### config.mk
export PLATFORM = sky130hd
export DESIGN_NAME = glyph_quad_generator_top
export DESIGN_NICKNAME = d
export VERILOG_FILES = /design/src/rtl/gqg_pkg.sv /design/src/rtl/gqg_ctrl.sv /design/src/rtl/gqg_datapath.sv /design/src/rtl/glyph_quad_generator_top.sv
export SDC_FILE = /design/constraint.sdc
export NUM_CORES = 1
export LEC_CHECK = 0
export BUFFER_PORTS_ARGS = -buffer_cell sky130_fd_sc_hd__buf_2
export CAP_MARGIN = 10
export CORE_MARGIN = 1.5
export CORE_UTILIZATION = 55
export CTS_CLUSTER_SIZE = 14
export DETAILED_ROUTE_END_ITERATION = 16
export PLACE_DENSITY_LB_ADDON = 0.05
export SYNTH_ARGS = -nofsm -noshare
export SYNTH_HDL_FRONTEND = slang
export SYNTH_HIERARCHICAL = 1
export SYNTH_SLANG_ARGS = --single-unit
### constraint.sdc
create_clock -name clk -period 9.8 [get_ports clk]
set_clock_uncertainty 0.15 [all_clocks]
set_input_delay 2.45 -clock clk [delete_from_list [all_inputs] [get_ports clk]]
set_output_delay 2.45 -clock clk [all_outputs]
set_load 0.01 [all_outputs]
### src/rtl/gqg_pkg.sv
`timescale 1ns / 1ps

package gqg_pkg;

  localparam int IN_DATA_W  = 88;
  localparam int IN_USER_W  = 2;
  localparam int OUT_DATA_W = 72;
  localparam int CFG_IDX_W  = 2;
  localparam int CFG_DATA_W = 13;

  // Register indexes on the configuration port
  localparam logic [CFG_IDX_W-1:0] REG_FONT_SIZE    = 2'd0;
  localparam logic [CFG_IDX_W-1:0] REG_ATLAS_WIDTH  = 2'd1;
  localparam logic [CFG_IDX_W-1:0] REG_ATLAS_HEIGHT = 2'd2;

  localparam logic [7:0]  FONT_SIZE_RST = 8'd16;
  localparam logic [12:0] ATLAS_DIM_RST = 13'd512;

  // Restoring divider: one quotient bit per step over a 24-bit dividend
  localparam int DIV_STEPS = 24;
  localparam int STEP_W    = 5;

  localparam logic [2:0]  LAST_CORNER = 3'd5;
  localparam logic [16:0] TEX_ONE     = 17'h10000;

  typedef struct packed {
    logic       load;    // word accepted this cycle
    logic       step;    // advance both dividers by one bit
    logic [2:0] corner;  // vertex being presented
  } cmd_t;

  typedef struct packed {
    logic skip;          // incoming word gives no vertices
  } sts_t;

  function automatic logic signed [15:0] sat16(input logic signed [17:0] v);
    if (v > 18'sd32767) begin
      return 16'sh7fff;
    end else if (v < -18'sd32768) begin
      return 16'sh8000;
    end
    return v[15:0];
  endfunction

endpackage

### src/rtl/gqg_ctrl.sv
`timescale 1ns / 1ps

module gqg_ctrl (
  input  logic              clk,
  input  logic              rst,
  input  logic              s_tvalid,
  output logic              s_tready,
  output logic              m_tvalid,
  input  logic              m_tready,
  output logic              m_tlast,
  input  gqg_pkg::sts_t     sts,
  output gqg_pkg::cmd_t     cmd
);
  import gqg_pkg::*;

  localparam logic [1:0] ST_IDLE = 2'd0;
  localparam logic [1:0] ST_DIV  = 2'd1;
  localparam logic [1:0] ST_EMIT = 2'd2;

  logic [1:0]        state, state_next;
  logic [STEP_W-1:0] count, count_next;

  always_comb begin
    state_next = state;
    count_next = count;
    s_tready   = 1'b0;
    m_tvalid   = 1'b0;
    cmd.load   = 1'b0;
    cmd.step   = 1'b0;
    cmd.corner = count[2:0];
    unique case (state)
      ST_IDLE: begin
        s_tready = 1'b1;
        if (s_tvalid) begin
          cmd.load = 1'b1;
          count_next = '0;
          if (!sts.skip) begin
            state_next = ST_DIV;
          end
        end
      end
      ST_DIV: begin
        cmd.step = 1'b1;
        if (count == STEP_W'(DIV_STEPS - 1)) begin
          count_next = '0;
          state_next = ST_EMIT;
        end else begin
          count_next = count + 1'b1;
        end
      end
      ST_EMIT: begin
        m_tvalid = 1'b1;
        if (m_tready) begin
          if (count[2:0] == LAST_CORNER) begin
            count_next = '0;
            state_next = ST_IDLE;
          end else begin
            count_next = count + 1'b1;
          end
        end
      end
      default: begin
        state_next = ST_IDLE;
        count_next = '0;
      end
    endcase
  end

  assign m_tlast = m_tvalid && (count[2:0] == LAST_CORNER);

  always_ff @(posedge clk) begin
    if (rst) begin
      state <= ST_IDLE;
      count <= '0;
    end else begin
      state <= state_next;
      count <= count_next;
    end
  end

  a_one_side: assert property (@(posedge clk) disable iff (rst)
    !(s_tready && m_tvalid))
    else $error("input and output sides active together");

  a_div_len: assert property (@(posedge clk) disable iff (rst)
    cmd.step |-> count < STEP_W'(DIV_STEPS))
    else $error("divider step count overran");

  a_corner_range: assert property (@(posedge clk) disable iff (rst)
    m_tvalid |-> count[2:0] <= LAST_CORNER)
    else $error("corner out of range");

  a_back_idle: assert property (@(posedge clk) disable iff (rst)
    (m_tvalid && m_tready && m_tlast) |=> s_tready)
    else $error("not idle after last vertex");

  a_quad_start: assert property (@(posedge clk) disable iff (rst)
    (cmd.load && !sts.skip) |=> cmd.step && count == '0)
    else $error("divide did not start after visible glyph");

endmodule

### src/rtl/gqg_datapath.sv
`timescale 1ns / 1ps

module gqg_datapath (
  input  logic                                clk,
  input  logic                                rst,
  input  logic                                cfg_we,
  input  logic [gqg_pkg::CFG_IDX_W-1:0]       cfg_index,
  input  logic [gqg_pkg::CFG_DATA_W-1:0]      cfg_data,
  input  logic [gqg_pkg::IN_DATA_W-1:0]       s_tdata,
  input  logic [gqg_pkg::IN_USER_W-1:0]       s_tuser,
  input  gqg_pkg::cmd_t                       cmd,
  output gqg_pkg::sts_t                       sts,
  output logic [gqg_pkg::OUT_DATA_W-1:0]      m_tdata
);
  import gqg_pkg::*;

  logic [7:0]  font_size;
  logic [12:0] atlas_width, atlas_height;

  logic signed [15:0] pen_x, pen_y;
  logic signed [15:0] pen_x_next, pen_y_next;

  logic               start, newline;
  logic signed [7:0]  lb, tb;
  logic [7:0]         w, h;
  logic signed [8:0]  ax, ay;
  logic [15:0]        u0_in, v0_in;

  logic signed [15:0] px0, py0;
  logic signed [17:0] l_full, r_full, t_full, b_full;

  // Latched quad geometry
  logic signed [15:0] qx_l, qx_r, qy_t, qy_b;
  logic [15:0]        qu0, qv0;

  // Two restoring dividers, quotient bits shift in at the bottom
  logic [23:0] du_q, dv_q;
  logic [12:0] du_r, dv_r, du_d, dv_d;
  logic [13:0] du_trial, dv_trial;
  logic [13:0] du_diff, dv_diff;

  logic [24:0] u1_sum, v1_sum;
  logic [16:0] u1, v1;

  logic signed [15:0] vx, vy;
  logic [16:0]        vu, vv;

  assign start   = s_tuser[0];
  assign newline = s_tuser[1];
  assign lb      = s_tdata[7:0];
  assign tb      = s_tdata[15:8];
  assign w       = s_tdata[23:16];
  assign h       = s_tdata[31:24];
  assign ax      = s_tdata[40:32];
  assign ay      = s_tdata[49:41];
  assign u0_in   = s_tdata[65:50];
  assign v0_in   = s_tdata[81:66];

  assign sts.skip = newline || (w == 8'd0) || (h == 8'd0);

  assign px0 = start ? 16'sd0 : pen_x;
  assign py0 = start ? 16'sd0 : pen_y;

  assign l_full = 18'(px0) + 18'(lb);
  assign r_full = l_full + $signed({10'd0, w});
  assign t_full = 18'(py0) + 18'(tb);
  assign b_full = t_full - $signed({10'd0, h});

  always_comb begin
    if (newline) begin
      pen_x_next = 16'sd0;
      pen_y_next = sat16(18'(py0) - $signed({10'd0, font_size}));
    end else begin
      pen_x_next = sat16(18'(px0) + 18'(ax));
      pen_y_next = sat16(18'(py0) + 18'(ay));
    end
  end

  always_ff @(posedge clk) begin
    if (rst) begin
      font_size    <= FONT_SIZE_RST;
      atlas_width  <= ATLAS_DIM_RST;
      atlas_height <= ATLAS_DIM_RST;
    end else if (cfg_we) begin
      unique case (cfg_index)
        REG_FONT_SIZE:    font_size    <= cfg_data[7:0];
        REG_ATLAS_WIDTH:  atlas_width  <= cfg_data;
        REG_ATLAS_HEIGHT: atlas_height <= cfg_data;
        default: ;
      endcase
    end
  end

  always_ff @(posedge clk) begin
    if (rst) begin
      pen_x <= '0;
      pen_y <= '0;
    end else if (cmd.load) begin
      pen_x <= pen_x_next;
      pen_y <= pen_y_next;
    end
  end

  assign du_trial = {du_r, du_q[23]};
  assign dv_trial = {dv_r, dv_q[23]};
  assign du_diff  = du_trial - {1'b0, du_d};
  assign dv_diff  = dv_trial - {1'b0, dv_d};

  always_ff @(posedge clk) begin
    if (cmd.load) begin
      qx_l <= sat16(l_full);
      qx_r <= sat16(r_full);
      qy_t <= sat16(t_full);
      qy_b <= sat16(b_full);
      qu0  <= u0_in;
      qv0  <= v0_in;
      du_q <= {w, 16'd0};
      dv_q <= {h, 16'd0};
      du_r <= '0;
      dv_r <= '0;
      // treat a zero atlas size as one
      du_d <= (atlas_width == 13'd0) ? 13'd1 : atlas_width;
      dv_d <= (atlas_height == 13'd0) ? 13'd1 : atlas_height;
    end else if (cmd.step) begin
      if (du_trial >= {1'b0, du_d}) begin
        du_r <= du_diff[12:0];
        du_q <= {du_q[22:0], 1'b1};
      end else begin
        du_r <= du_trial[12:0];
        du_q <= {du_q[22:0], 1'b0};
      end
      if (dv_trial >= {1'b0, dv_d}) begin
        dv_r <= dv_diff[12:0];
        dv_q <= {dv_q[22:0], 1'b1};
      end else begin
        dv_r <= dv_trial[12:0];
        dv_q <= {dv_q[22:0], 1'b0};
      end
    end
  end

  assign u1_sum = 25'(qu0) + 25'(du_q);
  assign v1_sum = 25'(qv0) + 25'(dv_q);
  assign u1     = (u1_sum > 25'(TEX_ONE)) ? TEX_ONE : u1_sum[16:0];
  assign v1     = (v1_sum > 25'(TEX_ONE)) ? TEX_ONE : v1_sum[16:0];

  always_comb begin
    case (cmd.corner) inside
      3'd0, 3'd3: begin
        vx = qx_r; vy = qy_t; vu = u1;          vv = {1'b0, qv0};
      end
      3'd1: begin
        vx = qx_l; vy = qy_t; vu = {1'b0, qu0}; vv = {1'b0, qv0};
      end
      3'd2, 3'd4: begin
        vx = qx_l; vy = qy_b; vu = {1'b0, qu0}; vv = v1;
      end
      default: begin
        vx = qx_r; vy = qy_b; vu = u1;          vv = v1;
      end
    endcase
  end

  assign m_tdata = {3'd0, cmd.corner, vv, vu, vy, vx};

endmodule

### src/rtl/glyph_quad_generator_top.sv
`timescale 1ns / 1ps

// Channel   Dir  Handshake           Payload
// s_*       in   s_tvalid/s_tready   s_tdata glyph metrics, s_tuser start/newline flags
// m_*       out  m_tvalid/m_tready   m_tdata vertex, m_tlast on sixth vertex
// cfg_*     in   cfg_we              cfg_index register, cfg_data value
//
// A newline or an empty bitmap is accepted and the controller stays idle.
// A visible glyph is accepted, passes through the shift-subtract texture
// dividers, then gives six vertex words.
// A stalled m_tready holds the current vertex; no new word is taken until
// the sixth vertex is accepted. Reset is synchronous: pen to origin,
// font_size 16, atlas 512 by 512.

module glyph_quad_generator_top (
  input  logic                                clk,
  input  logic                                rst,
  input  logic                                s_tvalid,
  output logic                                s_tready,
  // left_bearing[7:0], top_bearing[15:8], bitmap_width[23:16],
  // bitmap_height[31:24], advance_x[40:32], advance_y[49:41],
  // atlas_u[65:50], atlas_v[81:66], zero fill above
  input  logic [gqg_pkg::IN_DATA_W-1:0]       s_tdata,
  // start_of_text[0], is_newline[1]
  input  logic [gqg_pkg::IN_USER_W-1:0]       s_tuser,
  output logic                                m_tvalid,
  input  logic                                m_tready,
  // vertex_x[15:0], vertex_y[31:16], tex_u[48:32], tex_v[65:49],
  // corner[68:66], zero fill above
  output logic [gqg_pkg::OUT_DATA_W-1:0]      m_tdata,
  output logic                                m_tlast,
  input  logic                                cfg_we,
  input  logic [gqg_pkg::CFG_IDX_W-1:0]       cfg_index,
  input  logic [gqg_pkg::CFG_DATA_W-1:0]      cfg_data
);
  import gqg_pkg::*;

  cmd_t cmd;
  sts_t sts;

  gqg_ctrl u_ctrl (
    .clk      (clk),
    .rst      (rst),
    .s_tvalid (s_tvalid),
    .s_tready (s_tready),
    .m_tvalid (m_tvalid),
    .m_tready (m_tready),
    .m_tlast  (m_tlast),
    .sts      (sts),
    .cmd      (cmd)
  );

  gqg_datapath u_datapath (
    .clk       (clk),
    .rst       (rst),
    .cfg_we    (cfg_we),
    .cfg_index (cfg_index),
    .cfg_data  (cfg_data),
    .s_tdata   (s_tdata),
    .s_tuser   (s_tuser),
    .cmd       (cmd),
    .sts       (sts),
    .m_tdata   (m_tdata)
  );

endmodule
# [Yosys cells after proc, flatten, opt, wreduce, memory -nomap -nowiden]
# Index checks and enable logic that the tools add are counted.
# Widths: inputs -> output; s select.
[classes] add_sub_neg=12 order_cmp=18 eq_ne=15 n_mux=82 reduce_logical=18
[ops] operator="$mux 16" n=30
[ops] operator="$gt 18x16->1 const B" n=7
[ops] operator="$lt 18x16->1 const B" n=7
[ops] operator="$mux 17" n=7
[ops] operator="$mux 24" n=4
[ops] operator="$add 16x24->25" n=2
[ops] operator="$gt 25x17->1 const B" n=2
[ops] operator="$add 16x8->17" n=2
[ops] operator="$add 16x9->17" n=2
[ops] operator="$ge 14x13->1" n=2
[ops] operator="$mux 1" n=28
[ops] operator="$logic_not 13->1" n=2
[ops] operator="$mux 13" n=2
[ops] operator="$sub 13x13->13" n=2
[ops] operator="$mux 5" n=4
[ops] operator="$add 18x9->18" n=1
[ops] operator="$sub 18x9->18" n=1
[ops] operator="$sub 16x9->17" n=1
[ops] operator="$logic_not 8->1" n=2
[ops] operator="$pmux 5 s3" n=1
[ops] operator="$mux 2" n=5
[ops] operator="$reduce_and 2->1" n=4
[ops] operator="$eq 3x2->1 const B" n=2
[ops] operator="$eq 3x3->1 const B" n=2
[ops] operator="15 further kinds" n=23
[totals] ff_bits=269 in_bits=110 out_inout_bits=75

# [Depth between registers and ports, before layout]
[logic_depth] depth_word=8 depth_mapped=27 mapped_depth_nobuf=20

# [Modules after synthesis]
# The synthesis kept the hierarchy.
[modules_own_cells] module="gqg_datapath" n_inst=1 cells_each=2317 area_each_um2=20134.3 seq_area_each_um2=6626.4
[modules_own_cells] module="gqg_ctrl" n_inst=1 cells_each=70 area_each_um2=581.8 seq_area_each_um2=140.1

# [Worst setup path before layout]
# Ideal clock, no wire load.
[synth_timing] path_kind="input to register" startpoint="in s_tuser[0] in the netlist's numbering" endpoint="reg u_datapath.qy_b[10], data pin" setup_time_ns=0.255 t_arrival_ns=7.199 t_required_ns=9.395 setup_slack_ns=2.195 cell_stages=26 path_buffers=9 cell_sequence="buf_6 > buf_6 > buf_6 > buf_6 > buf_6 > clkbuf_1 > buf_1 > clkbuf_1 > nor2b_1 > ha_1 > ha_1 > a21oi_1 > o22ai_1 > xnor2_1 > ha_1 > o21ai_0 > nand2b_1 > a21o_1 > a21o_1 > a21o_1 > a21o_1 > a21o_1 > or3_4 > o21ai_4 > buf_6 > o21ai_2"
[synth_between] elab_chain_cells=8 elab_cells_between_ends=10 cone_classes="add/sub: 2; order compare: 2; mux: 6"
[synth_rtl] element="start, declared" line="glyph_quad_generator_top.sv:25" source="input logic [gqg_pkg::IN_USER_W-1:0] s_tuser,"
[synth_rtl] element="$mux 16 *" line="gqg_datapath.sv:62" source="assign py0 = start ? 16'sd0 : pen_y;"
[synth_rtl] element="$add 16x8->17 *" line="gqg_datapath.sv:66" source="assign t_full = 18'(py0) + 18'(tb);"
[synth_rtl] element="$sub 18x9->18 *" line="gqg_datapath.sv:67" source="assign b_full = t_full - $signed({10'd0, h});"
[synth_rtl] element="$lt 18x16->1" line="gqg_pkg.sv:39" source="end else if (v < -18'sd32768) begin"
[synth_rtl] element="$mux 1" line="gqg_pkg.sv:39"
[synth_rtl] element="$mux 1" line="gqg_pkg.sv:37" source="if (v > 18'sd32767) begin"
[synth_rtl] element="$mux 1" line="gqg_datapath.sv:110" source="if (cmd.load) begin"
[synth_rtl] element="$mux 16 *" line="gqg_pkg.sv:42" source="return v[15:0];"
[synth_rtl] element="end signal, assigned" line="gqg_datapath.sv:114" source="qy_b <= sat16(b_full);"
[synth_rtl] element="end, declared" line="gqg_datapath.sv:33" source="logic signed [15:0] qx_l, qx_r, qy_t, qy_b;"
# Every way passes the cells marked *; elsewhere a longest branch is shown, timed or not. The select of a mux whose other input is x is not followed.
# A chain may end at the register's enable or synchronous reset.

# [Worst setup path after layout]
[layout_timing] startpoint="reg u_datapath.dv_q[0]" endpoint="out m_tdata[52] in the netlist's numbering"
[layout_between] elab_chain_cells=5
[layout_rtl] element="start, declared" line="gqg_datapath.sv:37" source="logic [23:0] du_q, dv_q;"
[layout_rtl] element="start signal, assigned" line="gqg_datapath.sv:118" source="dv_q <= {h, 16'd0};"
[layout_rtl] element="start signal, assigned" line="gqg_datapath.sv:134" source="dv_q <= {dv_q[22:0], 1'b1};"
[layout_rtl] element="start signal, assigned" line="gqg_datapath.sv:137" source="dv_q <= {dv_q[22:0], 1'b0};"
[layout_rtl] element="$add 16x24->25 *" line="gqg_datapath.sv:143" source="assign v1_sum = 25'(qv0) + 25'(dv_q);"
[layout_rtl] element="$gt 25x17->1" line="gqg_datapath.sv:145" source="assign v1 = (v1_sum > 25'(TEX_ONE)) ? TEX_ONE : v1_sum[16:0];"
[layout_rtl] element="$mux 17 *" line="gqg_datapath.sv:145"
[layout_rtl] element="$mux 17 * (2 in series)" line="gqg_datapath.sv:148" source="case (cmd.corner) inside"
[layout_rtl] element="end, declared" line="glyph_quad_generator_top.sv:30" source="output logic [gqg_pkg::OUT_DATA_W-1:0] m_tdata,"
# Every way passes the cells marked *; elsewhere a longest branch is shown, timed or not.

==> impl_metrics.json <==
{
  "ctsHoldBuffers": 0,
  "nFillCells": 3259,
  "slew_viol_final": 0,
  "path_max_fanout": 7,
  "finalWirelength_mm": 53.63,
  "grt_pass1_wl_mm": 85.66,
  "setup_viol": 0,
  "fp.dieH_um": 197.1,
  "gp_routability_congestion": 0.9307,
  "yosysMostFrequentCell": "nand2_1",
  "track_usage": 0.2722,
  "dieArea_um2": 38840,
  "multi_input_area_um2": 12790,
  "seqCellArea_um2": 6766,
  "finalCritPeriodShare": 0.7362,
  "layout_min_cycle_time_ps": 7215,
  "ir_drop_mv": 0.1268,
  "grt_max_degree": 172,
  "fmax_ghz": 0.1386,
  "io_pins": 185,
  "antenna_found_initial": 4,
  "setup-tns-final_ps": 0,
  "hold_class": "register to register",
  "netlist_top_cells_count": "257 x nand2_1, 193 x nor2_1, 143 x a21oi_1, 138 x edfxtp_1, 131 x dfxtp_1",
  "clockRootBuffer": "clkbuf_16",
  "core_um2": 36870,
  "start_util": 0.5618,
  "cts_sinks": 269,
  "seq_area_frac_synth": 0.3266,
  "first_iter_violations": 1395,
  "port_buffers": 175,
  "power_density_nw_per_um2": 211.6,
  "std_cell_rows": 70,
  "layout-drive-gt1-share": 0.1394,
  "cts_resized": 0,
  "reg2reg_setup_slack_ps": 4770,
  "synthTopCellsByArea": "edfxtp_1 20%, dfxtp_1 13%, ha_1 7.2%",
  "cp-end-kind": "output pin",
  "yosysTopAreaCellShare": 0.2000,
  "clk_latency_ps": 540,
  "grt_setup_unrepaired": "no",
  "worstPathArrival_ps": 4610,
  "clkTransAtPathRegs_ps": 60,
  "clockBufferDepth": 3,
  "fin_nets": 2702,
  "h-tree-depth": 2,
  "leakagePower_nw": 9.475,
  "async_flop_share": 0,
  "synthFlopType": "edfxtp_1",
  "hold_violations": 0,
  "cap_violations": 0,
  "status": "finished, final reports clean",
  "synth_top_area_cell": "edfxtp_1",
  "cts_tree": "built",
  "synth_cells": 2387,
  "cts_buffers": 34,
  "worstPathRequired_ps": 7200,
  "avgRoutedWirePerCell_um": 17.89,
  "utilization": 0.6179,
  "avgViaCountPerCell": 5.955,
  "grt_pass1_vias": 16640,
  "ys_ff_latch": 269,
  "syn2layout_area_growth_pct": 9.978,
  "synth_cell_types": 126,
  "syn_area_per_cell_um2": 8.679,
  "post-cts-setup-buffer-count": 0,
  "grt.overflow.total": 0,
  "vias": 17850,
  "ys_warn_count": 6,
  "die_w_um": 197.1,
  "dp.final_hpwl_mm": 39.67,
  "relSlewSlack": 0.3056,
  "synth_edf_count": 138,
  "drc": 0,
  "ant_nets": 0,
  "first_pass_iters": 6,
  "startpoint_type": "register",
  "path_class": "register to output pin",
  "worst_pin_slew_ps": 1038,
  "synth_area_um2": 20720
}
[layout make-up]
cell class / instances / area share
clock buffer: 49 / 0.04157
tap: 504 / 0.02768
timing repair buffer: 189 / 0.04360
inverter: 128 / 0.02109
clock inverter: 13 / 0.007194
antenna: 4 / 0.0004393
multi-input combinational: 1842 / 0.5614
sequential: 269 / 0.2970
[path summary, 6_finish.rpt]
path	from	endpoint	cells after the start
max reg2reg	u_datapath/pen_y[1]	u_datapath/qy_b[5]	15
max	u_datapath/dv_q[0]	m_tdata[52]	15
min	u_datapath/pen_x[10]	u_datapath/pen_x[10]	2
min reg2reg	u_datapath/pen_x[10]	u_datapath/pen_x[10]	2
[report_power, final]
group          internal [mW]  switching, mW  leakage (nW)
clock                  0.756          0.497         0.531
sequential              1.45          0.178          2.39
combinational          0.803           1.13          6.55
total                   3.01           1.81          9.48
[cells by family (layout without fill, tap and decap cells)]
logic type	Yosys count	count (layout)	synth area share
compound gates	692	692	0.2385
mux	78	78	0.03878
fa+ha+maj	160	160	0.09573
other cells	1	7	0.0001810
buf+inv	278	379	0.05786
xor+xnor	149	149	0.06372
simple gates	760	760	0.1786
flops	269	269	0.3266
[sequential cells by signal, summed over array words and instances, names as in the netlist, 16 cells and up]
register / count
u_datapath/du_q: 24
u_datapath/dv_q: 24
u_datapath/pen_x: 16
u_datapath/pen_y: 16
u_datapath/qu0: 16
u_datapath/qv0: 16
u_datapath/qx_l: 16
u_datapath/qx_r: 16
u_datapath/qy_b: 16
u_datapath/qy_t: 16
[metal layers]
layer | GRT usage | vias up | share of wire
li1 | - | 8809 | -
met1 | 0.3807 | 8366 | 0.47
met2 | 0.4286 | 583 | 0.44
met3 | 0.04132 | 91 | 0.064
met4 | 0.09556 | 4 | 0.030
met5 | 0 | - | 0.00043
[cells in the final DEF, fill, tap and decap left out, types with 45 or more instances in the layout]
master / n
nand3_1: 45
nor2_1: 193
o21ai_0: 119
nand2_1: 257
buf_2: 175
ha_1: 119
edfxtp_1: 138
mux2i_1: 60
xor2_1: 52
a21o_1: 58
xnor2_1: 95
inv_1: 127
nor2b_1: 53
dfxtp_1: 131
a21oi_1: 142
[critical path, cell delays in order (launching register included)]
cell and delay, ps:
dfxtp_1 400, ha_1 210, inv_1 60, fa_1 400, nor2b_1 130, o21ai_0 100
a21boi_0 270, o21ai_0 210, a21oi_1 300, a21boi_0 200, o21ai_0 500, nand4_1 190
a211oi_1 430, and2_1 360, a22o_1 180, buf_2 120
[through the flow]
| stage | cell area [um2] | hold WS, ps | power, mW | instances | setup slack [ps] |
|---|---|---|---|---|---|
| 3_3_place_gp | 21660 | 280.6 | 3.520 | 2932 | 2163 |
| 4_1_cts | 22770 | 299.5 | 4.839 | 2994 | 2584 |
| 5_1_grt | 22780 | 323.1 | 5.132 | 2995 | 2116 |
| 3_5_place_dp | 21660 | 290.2 | 3.566 | 2932 | 2050 |
| 2_1_floorplan | 20720 | 267.3 | 3.129 | 2389 | 2195 |
| 6_report | 22780 | 301.0 | 4.821 | 2998 | 2585 |
(Power assumes the default switching activity.)
